--- src/hdl/rtcunix_pkg.sv ---
// ----------------------------------------------------------------------------
// rtcunix_pkg
// Types, constants and helper functions shared by the RTC-to-Unix-seconds
// converter and its channel interfaces.
// ----------------------------------------------------------------------------
package rtcunix_pkg;

  // Field widths
  localparam int unsigned ByteW   = 8;
  localparam int unsigned YearW   = 16;
  localparam int unsigned UnixW   = 41;
  localparam int unsigned CfgIdxW = 1;
  localparam int unsigned CfgDataW = 14;

  // Configuration register indexes
  typedef enum logic [CfgIdxW-1:0] {
    CFG_CENTURY_PRESENT = 1'b0,
    CFG_BASE_YEAR       = 1'b1
  } cfg_idx_e;

  localparam int unsigned BaseYearReset = 2024;

  // Status register B bits and the PM flag of the hour byte
  localparam int unsigned StatusBinaryBit = 2;
  localparam int unsigned Status24hBit    = 1;
  localparam int unsigned HourPmBit       = 7;

  // floor(x / 100) as (x * Mul) >> Shift, exact for 14-bit and 16-bit x
  localparam int unsigned Div100Mul14   = 5243;
  localparam int unsigned Div100Shift14 = 19;
  localparam int unsigned Div100Mul16   = 83887;
  localparam int unsigned Div100Shift16 = 23;

  // floor(x / 12) as (x * Mul) >> Shift for 7-bit x
  localparam int unsigned Mod12Mul   = 171;
  localparam int unsigned Mod12Shift = 11;

  localparam int unsigned EpochYear        = 1970;
  localparam int unsigned LeapsBeforeEpoch = 477;  // leap years in 1..1969
  localparam int unsigned DaysPerYear      = 365;
  localparam int unsigned SecPerDay        = 86400;
  localparam int unsigned SecPerHour       = 3600;
  localparam int unsigned SecPerMin        = 60;

  // Decoded fields that ride along the pipeline to the output
  typedef struct packed {
    logic [ByteW-1:0] sec;
    logic [ByteW-1:0] min;
    logic [ByteW-1:0] hr24;
    logic [ByteW-1:0] day;
    logic [ByteW-1:0] mon;
    logic [YearW-1:0] year;
    logic             err;
  } fields_t;

  // Unchecked BCD decode: low nibble plus ten times the high nibble
  function automatic logic [ByteW-1:0] bcd_to_bin(input logic [ByteW-1:0] b);
    bcd_to_bin = 8'(b[3:0]) + 8'({b[7:4], 3'b000}) + 8'({b[7:4], 1'b0});
  endfunction

  // Days before the first of month m in a common year
  function automatic logic [8:0] month_offset(input logic [3:0] m);
    case (m)
      4'd1:    month_offset = 9'd0;
      4'd2:    month_offset = 9'd31;
      4'd3:    month_offset = 9'd59;
      4'd4:    month_offset = 9'd90;
      4'd5:    month_offset = 9'd120;
      4'd6:    month_offset = 9'd151;
      4'd7:    month_offset = 9'd181;
      4'd8:    month_offset = 9'd212;
      4'd9:    month_offset = 9'd243;
      4'd10:   month_offset = 9'd273;
      4'd11:   month_offset = 9'd304;
      4'd12:   month_offset = 9'd334;
      default: month_offset = 9'd0;
    endcase
  endfunction

endpackage

--- src/hdl/rtcunix_in_if.sv ---
// ----------------------------------------------------------------------------
// rtcunix_in_if
// Request channel: one raw RTC register snapshot with valid/ready.
// ----------------------------------------------------------------------------
interface rtcunix_in_if;
  logic                           valid;
  logic                           ready;
  logic [rtcunix_pkg::ByteW-1:0]  raw_seconds;
  logic [rtcunix_pkg::ByteW-1:0]  raw_minutes;
  logic [rtcunix_pkg::ByteW-1:0]  raw_hours;
  logic [rtcunix_pkg::ByteW-1:0]  raw_day;
  logic [rtcunix_pkg::ByteW-1:0]  raw_month;
  logic [rtcunix_pkg::ByteW-1:0]  raw_year;
  logic [rtcunix_pkg::ByteW-1:0]  raw_century;
  logic [rtcunix_pkg::ByteW-1:0]  status_b;

  modport source (
    output valid, raw_seconds, raw_minutes, raw_hours, raw_day, raw_month,
           raw_year, raw_century, status_b,
    input  ready
  );

  modport sink (
    input  valid, raw_seconds, raw_minutes, raw_hours, raw_day, raw_month,
           raw_year, raw_century, status_b,
    output ready
  );
endinterface

--- src/hdl/rtcunix_out_if.sv ---
// ----------------------------------------------------------------------------
// rtcunix_out_if
// Result channel: decoded date/time fields and Unix seconds with valid/ready.
// ----------------------------------------------------------------------------
interface rtcunix_out_if;
  logic                           valid;
  logic                           ready;
  logic [rtcunix_pkg::ByteW-1:0]  seconds_bin;
  logic [rtcunix_pkg::ByteW-1:0]  minutes_bin;
  logic [rtcunix_pkg::ByteW-1:0]  hours_24;
  logic [rtcunix_pkg::ByteW-1:0]  day_bin;
  logic [rtcunix_pkg::ByteW-1:0]  month_bin;
  logic [rtcunix_pkg::YearW-1:0]  full_year;
  logic [rtcunix_pkg::UnixW-1:0]  unix_seconds;
  logic                           range_error;

  modport source (
    output valid, seconds_bin, minutes_bin, hours_24, day_bin, month_bin,
           full_year, unix_seconds, range_error,
    input  ready
  );

  modport sink (
    input  valid, seconds_bin, minutes_bin, hours_24, day_bin, month_bin,
           full_year, unix_seconds, range_error,
    output ready
  );
endinterface

--- src/hdl/rtc_time_to_unix_seconds_core.sv ---
// ----------------------------------------------------------------------------
// rtc_time_to_unix_seconds_core
// Converts a raw CMOS RTC register snapshot into decoded fields and seconds
// since 1970-01-01 00:00:00 in a seven-stage pipeline.
// ----------------------------------------------------------------------------
// Usage:
//   req_i  (sink)   : one request per snapshot of the RTC bytes and status B.
//   rsp_o  (source) : one result per request, in request order.
//   cfg_*           : write port; index 0 is century_present (bit 0),
//                     index 1 is base_year. Write only while the pipe is empty.
// Stages: from request accept to result valid an item passes the seven
//   register stages (decode, hour/year, year/100, year days and leap count,
//   day sum, day*86400 and time of day, final add).
// Throughput: one request per cycle while rsp_o.ready stays high.
// Stalls: each stage holds its item while the stage after it is full and
//   stuck, so a stalled receiver fills the pipe from the output backwards;
//   req_i.ready stays high while stage one can still move or is empty.
// Reset: all stages empty, century_present = 0, base_year = 2024.
// Range error (month outside 1..12, or day 0): fields are still reported and
//   unix_seconds is zero.
// ----------------------------------------------------------------------------
module rtc_time_to_unix_seconds_core (
  input  logic                                clk_i,
  input  logic                                rst_ni,
  input  logic                                cfg_we_i,
  input  logic [rtcunix_pkg::CfgIdxW-1:0]     cfg_idx_i,
  input  logic [rtcunix_pkg::CfgDataW-1:0]    cfg_data_i,
  rtcunix_in_if.sink                          req_i,
  rtcunix_out_if.source                       rsp_o
);

  // --------------------------------------------------------------------------
  // Configuration registers
  // --------------------------------------------------------------------------
  logic        cent_q;
  logic [13:0] base_year_q;

  always_ff @(posedge clk_i or negedge rst_ni) begin
    if (!rst_ni) begin
      cent_q      <= 1'b0;
      base_year_q <= 14'(rtcunix_pkg::BaseYearReset);
    end else if (cfg_we_i) begin
      case (rtcunix_pkg::cfg_idx_e'(cfg_idx_i))
        rtcunix_pkg::CFG_CENTURY_PRESENT: cent_q      <= cfg_data_i[0];
        rtcunix_pkg::CFG_BASE_YEAR:       base_year_q <= cfg_data_i;
        default: ;
      endcase
    end
  end

  // --------------------------------------------------------------------------
  // Pipeline control: a stage loads when it is empty or its item moves on
  // --------------------------------------------------------------------------
  logic [7:1] v_q;
  logic [7:1] rdy;
  logic [7:1] ld;

  always_comb begin
    rdy[7] = !v_q[7] || rsp_o.ready;
    rdy[6] = !v_q[6] || rdy[7];
    rdy[5] = !v_q[5] || rdy[6];
    rdy[4] = !v_q[4] || rdy[5];
    rdy[3] = !v_q[3] || rdy[4];
    rdy[2] = !v_q[2] || rdy[3];
    rdy[1] = !v_q[1] || rdy[2];
  end

  assign ld          = rdy & {v_q[6:1], req_i.valid};
  assign req_i.ready = rdy[1];

  always_ff @(posedge clk_i or negedge rst_ni) begin
    if (!rst_ni) begin
      v_q <= '0;
    end else begin
      v_q <= (rdy & {v_q[6:1], req_i.valid}) | (~rdy & v_q);
    end
  end

  // --------------------------------------------------------------------------
  // Stage 1: byte decode, base_year / 100
  // --------------------------------------------------------------------------
  logic        binary;
  logic        h24;
  logic [7:0]  sec_d, min_d, hr_d, day_d, mon_d, yy_d, cen_d;
  logic [26:0] base_prod;

  logic [7:0]  s1_sec_q, s1_min_q, s1_hr_q, s1_day_q, s1_mon_q, s1_yy_q, s1_cen_q;
  logic [7:0]  s1_bq_q;
  logic        s1_pm_q, s1_h24_q;

  always_comb begin
    binary = req_i.status_b[rtcunix_pkg::StatusBinaryBit];
    h24    = req_i.status_b[rtcunix_pkg::Status24hBit];
    if (binary) begin
      sec_d = req_i.raw_seconds;
      min_d = req_i.raw_minutes;
      day_d = req_i.raw_day;
      mon_d = req_i.raw_month;
      yy_d  = req_i.raw_year;
      cen_d = req_i.raw_century;
      hr_d  = h24 ? req_i.raw_hours : {1'b0, req_i.raw_hours[6:0]};
    end else begin
      sec_d = rtcunix_pkg::bcd_to_bin(req_i.raw_seconds);
      min_d = rtcunix_pkg::bcd_to_bin(req_i.raw_minutes);
      day_d = rtcunix_pkg::bcd_to_bin(req_i.raw_day);
      mon_d = rtcunix_pkg::bcd_to_bin(req_i.raw_month);
      yy_d  = rtcunix_pkg::bcd_to_bin(req_i.raw_year);
      cen_d = rtcunix_pkg::bcd_to_bin(req_i.raw_century);
      // tens digit is bits 6..4 only; bit 7 stays the PM flag
      hr_d  = 8'(req_i.raw_hours[3:0]) + 8'({req_i.raw_hours[6:4], 3'b000})
            + 8'({req_i.raw_hours[6:4], 1'b0});
    end
    base_prod = 27'(base_year_q) * 27'(rtcunix_pkg::Div100Mul14);
  end

  always_ff @(posedge clk_i) begin
    if (ld[1]) begin
      s1_sec_q <= sec_d;
      s1_min_q <= min_d;
      s1_hr_q  <= hr_d;
      s1_day_q <= day_d;
      s1_mon_q <= mon_d;
      s1_yy_q  <= yy_d;
      s1_cen_q <= cen_d;
      s1_bq_q  <= base_prod[26:rtcunix_pkg::Div100Shift14];
      s1_pm_q  <= req_i.raw_hours[rtcunix_pkg::HourPmBit];
      s1_h24_q <= h24;
    end
  end

  // --------------------------------------------------------------------------
  // Stage 2: 24-hour form, full year, range check, month offset
  // --------------------------------------------------------------------------
  logic [6:0]  hr7;
  logic [14:0] m12_prod;
  logic [3:0]  q12;
  logic [6:0]  r12;
  logic [15:0] win_year;
  rtcunix_pkg::fields_t f2_d;
  logic [8:0]  moff_d;

  rtcunix_pkg::fields_t s2_f_q;
  logic [8:0]  s2_moff_q;

  always_comb begin
    // 12-hour values stay below 128 in both modes
    hr7      = s1_hr_q[6:0];
    m12_prod = 15'(hr7) * 15'(rtcunix_pkg::Mod12Mul);
    q12      = m12_prod[14:rtcunix_pkg::Mod12Shift];
    r12      = hr7 - 7'({q12, 3'b000}) - 7'({q12, 2'b00});
    if (r12 >= 7'd12) begin
      r12 = r12 - 7'd12;
    end

    win_year = 16'(s1_bq_q) * 16'd100 + 16'(s1_yy_q);
    if (win_year < 16'(base_year_q)) begin
      win_year = win_year + 16'd100;
    end

    f2_d.sec  = s1_sec_q;
    f2_d.min  = s1_min_q;
    f2_d.day  = s1_day_q;
    f2_d.mon  = s1_mon_q;
    f2_d.hr24 = s1_h24_q ? s1_hr_q : (8'(r12) + (s1_pm_q ? 8'd12 : 8'd0));
    f2_d.year = cent_q ? (16'(s1_cen_q) * 16'd100 + 16'(s1_yy_q)) : win_year;
    f2_d.err  = (s1_mon_q == 8'd0) || (s1_mon_q > 8'd12) || (s1_day_q == 8'd0);
    moff_d    = rtcunix_pkg::month_offset(s1_mon_q[3:0]);
  end

  always_ff @(posedge clk_i) begin
    if (ld[2]) begin
      s2_f_q    <= f2_d;
      s2_moff_q <= moff_d;
    end
  end

  // --------------------------------------------------------------------------
  // Stage 3: (year - 1) / 100
  // --------------------------------------------------------------------------
  logic [15:0] a3;
  logic [32:0] a3_prod;

  rtcunix_pkg::fields_t s3_f_q;
  logic [8:0]  s3_moff_q;
  logic [9:0]  s3_qa_q;

  always_comb begin
    a3      = s2_f_q.year - 16'd1;
    a3_prod = 33'(a3) * 33'(rtcunix_pkg::Div100Mul16);
  end

  always_ff @(posedge clk_i) begin
    if (ld[3]) begin
      s3_f_q    <= s2_f_q;
      s3_moff_q <= s2_moff_q;
      s3_qa_q   <= a3_prod[32:rtcunix_pkg::Div100Shift16];
    end
  end

  // --------------------------------------------------------------------------
  // Stage 4: whole-year days, leap years since the epoch, leap-day flag
  // --------------------------------------------------------------------------
  logic [15:0] a4;
  logic [15:0] ra16;
  logic [6:0]  ra;
  logic        leap;
  logic        past;
  logic [24:0] ydays_full;
  logic [15:0] leaps_full;

  rtcunix_pkg::fields_t s4_f_q;
  logic [8:0]  s4_moff_q;
  logic [23:0] s4_ydays_q;
  logic [12:0] s4_leaps_q;
  logic        s4_ladd_q;

  always_comb begin
    a4   = s3_f_q.year - 16'd1;
    ra16 = a4 - 16'(s3_qa_q) * 16'd100;
    ra   = ra16[6:0];
    // year % 4 == 0 <=> (year-1) % 4 == 3; year % 100 == 0 <=> (year-1) % 100 == 99
    leap = (s3_f_q.year == 16'd0)
        || ((a4[1:0] == 2'b11) && ((ra != 7'd99) || (s3_qa_q[1:0] == 2'b11)));
    past = s3_f_q.year > 16'(rtcunix_pkg::EpochYear);
    ydays_full = 25'(s3_f_q.year - 16'(rtcunix_pkg::EpochYear))
               * 25'(rtcunix_pkg::DaysPerYear);
    leaps_full = 16'(a4[15:2]) - 16'(s3_qa_q) + 16'(s3_qa_q[9:2])
               - 16'(rtcunix_pkg::LeapsBeforeEpoch);
  end

  always_ff @(posedge clk_i) begin
    if (ld[4]) begin
      s4_f_q     <= s3_f_q;
      s4_moff_q  <= s3_moff_q;
      s4_ydays_q <= past ? ydays_full[23:0] : 24'd0;
      s4_leaps_q <= past ? leaps_full[12:0] : 13'd0;
      s4_ladd_q  <= leap && (s3_f_q.mon > 8'd2);
    end
  end

  // --------------------------------------------------------------------------
  // Stage 5: total day count
  // --------------------------------------------------------------------------
  rtcunix_pkg::fields_t s5_f_q;
  logic [23:0] s5_days_q;

  always_ff @(posedge clk_i) begin
    if (ld[5]) begin
      s5_f_q    <= s4_f_q;
      s5_days_q <= s4_ydays_q + 24'(s4_leaps_q) + 24'(s4_moff_q) + 24'(s4_ladd_q)
                 + 24'(s4_f_q.day) - 24'd1;
    end
  end

  // --------------------------------------------------------------------------
  // Stage 6: day seconds and time of day
  // --------------------------------------------------------------------------
  logic [19:0] tod_d;

  rtcunix_pkg::fields_t s6_f_q;
  logic [40:0] s6_dsec_q;
  logic [19:0] s6_tod_q;

  always_comb begin
    tod_d = 20'(s5_f_q.hr24) * 20'(rtcunix_pkg::SecPerHour)
          + 20'(s5_f_q.min) * 20'(rtcunix_pkg::SecPerMin)
          + 20'(s5_f_q.sec);
  end

  always_ff @(posedge clk_i) begin
    if (ld[6]) begin
      s6_f_q    <= s5_f_q;
      s6_dsec_q <= 41'(s5_days_q) * 41'(rtcunix_pkg::SecPerDay);
      s6_tod_q  <= tod_d;
    end
  end

  // --------------------------------------------------------------------------
  // Stage 7: output register
  // --------------------------------------------------------------------------
  rtcunix_pkg::fields_t s7_f_q;
  logic [40:0] s7_ts_q;

  always_ff @(posedge clk_i) begin
    if (ld[7]) begin
      s7_f_q  <= s6_f_q;
      // drop the time on a range error
      s7_ts_q <= s6_f_q.err ? 41'd0 : (s6_dsec_q + 41'(s6_tod_q));
    end
  end

  assign rsp_o.valid        = v_q[7];
  assign rsp_o.seconds_bin  = s7_f_q.sec;
  assign rsp_o.minutes_bin  = s7_f_q.min;
  assign rsp_o.hours_24     = s7_f_q.hr24;
  assign rsp_o.day_bin      = s7_f_q.day;
  assign rsp_o.month_bin    = s7_f_q.mon;
  assign rsp_o.full_year    = s7_f_q.year;
  assign rsp_o.unix_seconds = s7_ts_q;
  assign rsp_o.range_error  = s7_f_q.err;

  // --------------------------------------------------------------------------
  // Assertions
  // --------------------------------------------------------------------------
  a_req_enters_stage1 : assert property (
    @(posedge clk_i) disable iff (!rst_ni)
    (req_i.valid && req_i.ready) |=> v_q[1]
  ) else $error("accepted request did not enter stage 1");

  a_ready_when_empty : assert property (
    @(posedge clk_i) disable iff (!rst_ni)
    !v_q[1] |-> req_i.ready
  ) else $error("request channel stalled with an empty first stage");

  a_err_zero_time : assert property (
    @(posedge clk_i) disable iff (!rst_ni)
    (rsp_o.valid && rsp_o.range_error) |-> (rsp_o.unix_seconds == '0)
  ) else $error("range error result carries nonzero seconds");

  a_no_err_fields_ok : assert property (
    @(posedge clk_i) disable iff (!rst_ni)
    (rsp_o.valid && !rsp_o.range_error) |->
      ((rsp_o.month_bin >= 8'd1) && (rsp_o.month_bin <= 8'd12) && (rsp_o.day_bin != 8'd0))
  ) else $error("result without range error has invalid month or day");

endmodule
--- src/flat_wrapper.sv ---
// flat-port wrapper written by rule: the top's interface ports become plain ports
module rtc_time_to_unix_seconds_core_flat 
  (clk_i, rst_ni, cfg_we_i, cfg_idx_i, cfg_data_i, req_i_valid, req_i_raw_seconds, req_i_raw_minutes, req_i_raw_hours, req_i_raw_day, req_i_raw_month, req_i_raw_year, req_i_raw_century, req_i_status_b, req_i_ready, rsp_o_valid, rsp_o_seconds_bin, rsp_o_minutes_bin, rsp_o_hours_24, rsp_o_day_bin, rsp_o_month_bin, rsp_o_full_year, rsp_o_unix_seconds, rsp_o_range_error, rsp_o_ready);
  rtcunix_in_if req_i_i ();
  rtcunix_out_if rsp_o_i ();
  input  logic clk_i;
  input  logic rst_ni;
  input  logic cfg_we_i;
  input  logic [rtcunix_pkg::CfgIdxW-1:0] cfg_idx_i;
  input  logic [rtcunix_pkg::CfgDataW-1:0] cfg_data_i;
  input wire logic [$bits(req_i_i.valid)-1:0] req_i_valid;
  input wire logic [$bits(req_i_i.raw_seconds)-1:0] req_i_raw_seconds;
  input wire logic [$bits(req_i_i.raw_minutes)-1:0] req_i_raw_minutes;
  input wire logic [$bits(req_i_i.raw_hours)-1:0] req_i_raw_hours;
  input wire logic [$bits(req_i_i.raw_day)-1:0] req_i_raw_day;
  input wire logic [$bits(req_i_i.raw_month)-1:0] req_i_raw_month;
  input wire logic [$bits(req_i_i.raw_year)-1:0] req_i_raw_year;
  input wire logic [$bits(req_i_i.raw_century)-1:0] req_i_raw_century;
  input wire logic [$bits(req_i_i.status_b)-1:0] req_i_status_b;
  output wire logic [$bits(req_i_i.ready)-1:0] req_i_ready;
  output wire logic [$bits(rsp_o_i.valid)-1:0] rsp_o_valid;
  output wire logic [$bits(rsp_o_i.seconds_bin)-1:0] rsp_o_seconds_bin;
  output wire logic [$bits(rsp_o_i.minutes_bin)-1:0] rsp_o_minutes_bin;
  output wire logic [$bits(rsp_o_i.hours_24)-1:0] rsp_o_hours_24;
  output wire logic [$bits(rsp_o_i.day_bin)-1:0] rsp_o_day_bin;
  output wire logic [$bits(rsp_o_i.month_bin)-1:0] rsp_o_month_bin;
  output wire logic [$bits(rsp_o_i.full_year)-1:0] rsp_o_full_year;
  output wire logic [$bits(rsp_o_i.unix_seconds)-1:0] rsp_o_unix_seconds;
  output wire logic [$bits(rsp_o_i.range_error)-1:0] rsp_o_range_error;
  input wire logic [$bits(rsp_o_i.ready)-1:0] rsp_o_ready;
  assign req_i_i.valid = req_i_valid;
  assign req_i_i.raw_seconds = req_i_raw_seconds;
  assign req_i_i.raw_minutes = req_i_raw_minutes;
  assign req_i_i.raw_hours = req_i_raw_hours;
  assign req_i_i.raw_day = req_i_raw_day;
  assign req_i_i.raw_month = req_i_raw_month;
  assign req_i_i.raw_year = req_i_raw_year;
  assign req_i_i.raw_century = req_i_raw_century;
  assign req_i_i.status_b = req_i_status_b;
  assign req_i_ready = req_i_i.ready;
  assign rsp_o_valid = rsp_o_i.valid;
  assign rsp_o_seconds_bin = rsp_o_i.seconds_bin;
  assign rsp_o_minutes_bin = rsp_o_i.minutes_bin;
  assign rsp_o_hours_24 = rsp_o_i.hours_24;
  assign rsp_o_day_bin = rsp_o_i.day_bin;
  assign rsp_o_month_bin = rsp_o_i.month_bin;
  assign rsp_o_full_year = rsp_o_i.full_year;
  assign rsp_o_unix_seconds = rsp_o_i.unix_seconds;
  assign rsp_o_range_error = rsp_o_i.range_error;
  assign rsp_o_i.ready = rsp_o_ready;
  rtc_time_to_unix_seconds_core u_core (.clk_i(clk_i), .rst_ni(rst_ni), .cfg_we_i(cfg_we_i), .cfg_idx_i(cfg_idx_i), .cfg_data_i(cfg_data_i), .req_i(req_i_i), .rsp_o(rsp_o_i));
endmodule
--- config.mk ---
export PLATFORM = sky130hd
export DESIGN_NAME = rtc_time_to_unix_seconds_core_flat
export DESIGN_NICKNAME = d
export VERILOG_FILES = /design/src/hdl/rtcunix_pkg.sv /design/src/hdl/rtcunix_in_if.sv /design/src/hdl/rtcunix_out_if.sv /design/src/hdl/rtc_time_to_unix_seconds_core.sv /design/src/flat_wrapper.sv
export SDC_FILE = /design/constraint.sdc
export NUM_CORES = 2
export LEC_CHECK = 0
export BUFFER_PORTS_ARGS = -buffer_cell sky130_fd_sc_hd__buf_2
export CORE_MARGIN = 4
export CORE_UTILIZATION = 50
export DETAILED_ROUTE_END_ITERATION = 6
export PLACE_DENSITY = 0.78
export SYNTH_ARGS = -nofsm -noshare
export SYNTH_HDL_FRONTEND = slang
export SYNTH_SLANG_ARGS = --single-unit
export TNS_END_PERCENT = 10
--- constraint.sdc ---
create_clock -name clk_i -period 11.3 [get_ports clk_i]
set_input_delay 0.565 -clock clk_i [delete_from_list [all_inputs] [get_ports clk_i]]
set_output_delay 0.565 -clock clk_i [all_outputs]
set_load 0.005 [all_outputs]
==> Implementation_results.wiki <==
{| class="wikitable"
! Metric !! Value
|-
| Startpoint of the most critical register-to-register path || u_core.s2_f_q[4]
|-
| H-tree level count || 3
|-
| Wire length of the first global-routing pass || 149700 µm
|-
| Maximum root-to-sink buffer count || 3
|-
| DRC violations left || 0
|-
| Worst max-slew margin expressed relative to the limit || 12.35%
|-
| Logic depth of the worst register-to-register path || 27
|-
| Number of inserted filler cells in the final layout || 7538
|-
| Final TNS setup || 0 ns
|-
| Max Cap Violations || 0
|-
| Clock sinks || 622
|-
| Register bit count reported by yosys || 622
|-
| CTS Root Buffer Type || sky130_fd_sc_hd__clkbuf_16
|-
| Most used cells in the layout excluding fill and tap cells || 756 x sky130_fd_sc_hd__ha_1, 752 x sky130_fd_sc_hd__inv_1, 600 x sky130_fd_sc_hd__edfxtp_1, 365 x sky130_fd_sc_hd__fa_1, 177 x sky130_fd_sc_hd__buf_2
|-
| Weighted congestion at the end of routability-driven global placement || 0.9174
|-
| Area of the placeable core || 93610 µm²
|-
| Number of buffers created by CTS || 67
|-
| Top achievable clock speed || 115.4 MHz
|-
| Number of cells on the worst hold path || 1
|-
| Post-synthesis instance area || 47370 µm²
|-
| Iteration-0 DRC count of the detailed router || 1342
|-
| Result of the run || finished clean
|-
| Register area share after synthesis || 39.21%
|-
| CTS clk-pin slew, worst paths || 0.06 ns
|-
| Count of flip-flops with a built-in enable after synthesis || 600
|-
| Least-Margin Pin Slew || 1.298 ns
|-
| Critical path type || flip-flop to flip-flop
|-
| Floorplan die area || 99740 µm²
|-
| Antenna violations before repair || 17
|-
| Final net count || 5369
|-
| Maximum number of pins on one net before global-route repair || 79
|-
| GRT Util Overall || 18.76%
|-
| Data required time at the worst endpoint || 11.67 ns
|-
| Setup clock skew after layout || 0.03539 ns
|-
| # resized after CTS || 0
|-
| Period utilisation layout || 76.72%
|-
| Die width || 315.8 µm
|-
| Drt wl/cell || 16.49 µm
|-
| Library cell contributing the largest single delay on the critical path || sky130_fd_sc_hd__a211oi_1
|-
| Most used cell along the critical path || sky130_fd_sc_hd__fa_1
|-
| Post-synthesis net count || 5143
|-
| Post-detail-place hpwl || 72120 µm
|-
| Quantity of I/O buffers inserted on ports || 177
|-
| Crit path DAT || 9.04 ns
|-
| Layout overhead on the synthesized area || 10.23%
|-
| Unique masters post-synth || 86
|-
| Number of synthesis warnings || 0
|-
| Type of origin of the critical path || flip-flop
|-
| Number of standard-cell rows in the floorplan || 112
|-
| Final setup violation count || 0
|-
| Number of max-slew violations in the final report || 0
|-
| Commonest register cell after synthesis || sky130_fd_sc_hd__edfxtp_1
|-
| Setup slack of the worst register-to-register path || 2.63 ns
|-
| Worst setup EP type || flip-flop
|-
| Post-layout min period || 8.669 ns
|-
| Proportion of synthesized flip-flops having asynchronous set or reset || 3.537%
|-
| Fraction of final layout cells sized beyond drive strength 1 || 9.298%
|-
| Count of antenna-violating nets left after detailed routing || 0
|-
| Number of global-route vias before repair || 29.89k
|-
| Routed wire length || 90330 µm
|-
| Height of the chip || 315.8 µm
|-
| Worst-path maximum fanout || 6
|-
| Type of the most critical hold path || input pin to flip-flop
|-
| Average cell area after synthesis || 12.03 µm²
|-
| Max incr delay on CP || 0.64 ns
|-
| Startpoint of the most critical hold path || req_i_raw_century[0]
|-
| RR Endpoint || u_core.s3_qa_q[9]
|-
| Worst min-delay path endpoint || u_core.s1_cen_q[0]
|-
| Dominant cells by area after synthesis || sky130_fd_sc_hd__edfxtp_1 38%, sky130_fd_sc_hd__ha_1 20%, sky130_fd_sc_hd__fa_1 15%
|-
| TritonCTS clock tree || yes
|-
| Number of vias per cell || 5.207
|-
| Clock latency on the worst-skew pair || 0.64 ns
|-
| RSZ-0062 raised after global routing || false
|-
| Final Hold Fails || 0
|-
| Initial Util || 50.61%
|-
| Number of instances in the synthesized netlist || 3938
|-
| Fraction of post-synthesis cell area in the top cell type by area || 38.03%
|-
| Area leader, netlist || sky130_fd_sc_hd__edfxtp_1
|-
| Leading cell type in the layout, fill and taps excluded || sky130_fd_sc_hd__ha_1
|-
| Overflow left after global routing || 0
|-
| Number of placed I/O pins || 184
|-
| Total vias in the final route || 28.52k
|-
| Worst hold-check slack || 0.1173 ns
|-
| Number of optimization iterations in the first detailed-route pass || 5
|}
## critical path: cells and delay by family (launching register included)
kind | cells | cell delay [ns]
xor+xnor | 2 | 0.76
fa+ha+maj | 7 | 3.11
compound gates | 7 | 1.88
buf+inv | 4 | 0.51
flops | 1 | 0.45
simple gates | 7 | 1.72
## repair_timing
item / in CTS / in global routing
setup buffers: 0 / 0
setup endpoints to repair: 0 / 0
hold buffers: 1 / 0
endpoints found under the hold margin: 15 / 0
## area by class of cell
cell class / instances / area [µm²] / area share (%)
Tap cell: 1254 / 1569 / 3.005
Timing Repair Buffer: 194 / 1016 / 1.946
Sequential cell: 622 / 18580 / 35.58
Inverter: 753 / 2826 / 5.413
Antenna cell: 8 / 20.02 / 0.03834
Clock buffer: 73 / 1699 / 3.254
Multi-Input combinational cell: 2526 / 25860 / 49.52
Clock inverter: 48 / 651.9 / 1.248
## synthesized netlist by cell type, drive strengths merged, types with 8 or more instances
cell	instances
ha	756
inv	752
edfxtp	600
fa	365
xnor2	168
nor2	156
a21oi	140
nand2	131
o21ai	112
xor2	87
nor3	66
a21o	58
nor2b	51
nand3	44
mux2	38
clkbuf	31
o21a	29
a211oi	25
nand2b	23
or3	23
nand4	20
and3	16
dfrtp	15
o21bai	15
a2111oi	14
and2	14
nor4	13
o211ai	13
a31oi	12
o31ai	12
a21boi	11
o31a	11
or2	10
nor3b	9
mux2i	8
o22ai	8
## metal layers
metal	vias up	routed length, µm	track usage (%)	share of wire, %
met5	-	26	0	0.029
li1	13961	-	-	-
met4	4	2886	5.978	3.2
met1	13842	38070	23.27	42
met2	544	44780	33.25	50
met3	172	4572	3.526	5.1
## state kept, by name (all words and copies together) (netlist names), 9 cells and up, named ones only
| register | cells |
|---|---|
| u_core.s4_leaps_q | 13 |
| u_core.s4_f_q | 57 |
| u_core.rsp_o.full_year | 16 |
| u_core.s2_f_q | 57 |
| u_core.rsp_o.unix_seconds | 41 |
| u_core.s2_moff_q | 9 |
| u_core.s4_ydays_q | 24 |
| u_core.s6_f_q | 55 |
| u_core.base_year_q | 14 |
| u_core.s3_f_q | 57 |
| u_core.s3_moff_q | 9 |
| u_core.s4_moff_q | 9 |
| u_core.s6_tod_q | 20 |
| u_core.s5_f_q | 57 |
| u_core.s6_dsec_q | 34 |
| u_core.s5_days_q | 24 |
| u_core.s3_qa_q | 10 |
## worst max path at each step
stage | from | endpoint | slack, ns | cells past startpoint
floorplan | u_core.s2_f_q[4] | u_core.s3_qa_q[9] | 3.84 | 27
global placement | u_core.s2_f_q[1] | u_core.s3_qa_q[9] | 2.78 | 25
detailed placement | u_core.s2_f_q[4] | u_core.s3_qa_q[9] | 2.63 | 27
CTS | u_core.s2_f_q[3] | u_core.s3_qa_q[9] | 2.59 | 27
global route | u_core.s2_f_q[3] | u_core.s3_qa_q[9] | 2.05 | 27
finish | u_core.s2_f_q[4] | u_core.s3_qa_q[9] | 2.63 | 27
## logic make-up (layout without fill, tap and decap cells)
family	Yosys count	count (layout)	share of synthesized area (%)
adders and majority gates	1121	1121	35.39
muxes	47	47	1.120
and+or+nand+nor	604	604	6.392
AOI/OAI and AO/OA	498	498	6.830
buffers and inverters	790	1068	6.291
DFF	622	622	39.21
xor gates and xnor gates	256	256	4.762
other	0	8	0
## stage by stage
step	cell area [µm²]	worst slack (ns)	util (%)	instances
floorplan	47370	3.836	-	3938
global placement	49840	2.778	53.24	5348
detailed placement	49840	2.632	53.24	5348
CTS	52200	2.587	55.76	5470
global route	52210	2.052	55.77	5474
finish	52220	2.631	55.78	5478
Power is not shown: default switching activity piles up to over one toggle a cycle in this logic, so the estimate is an artifact.
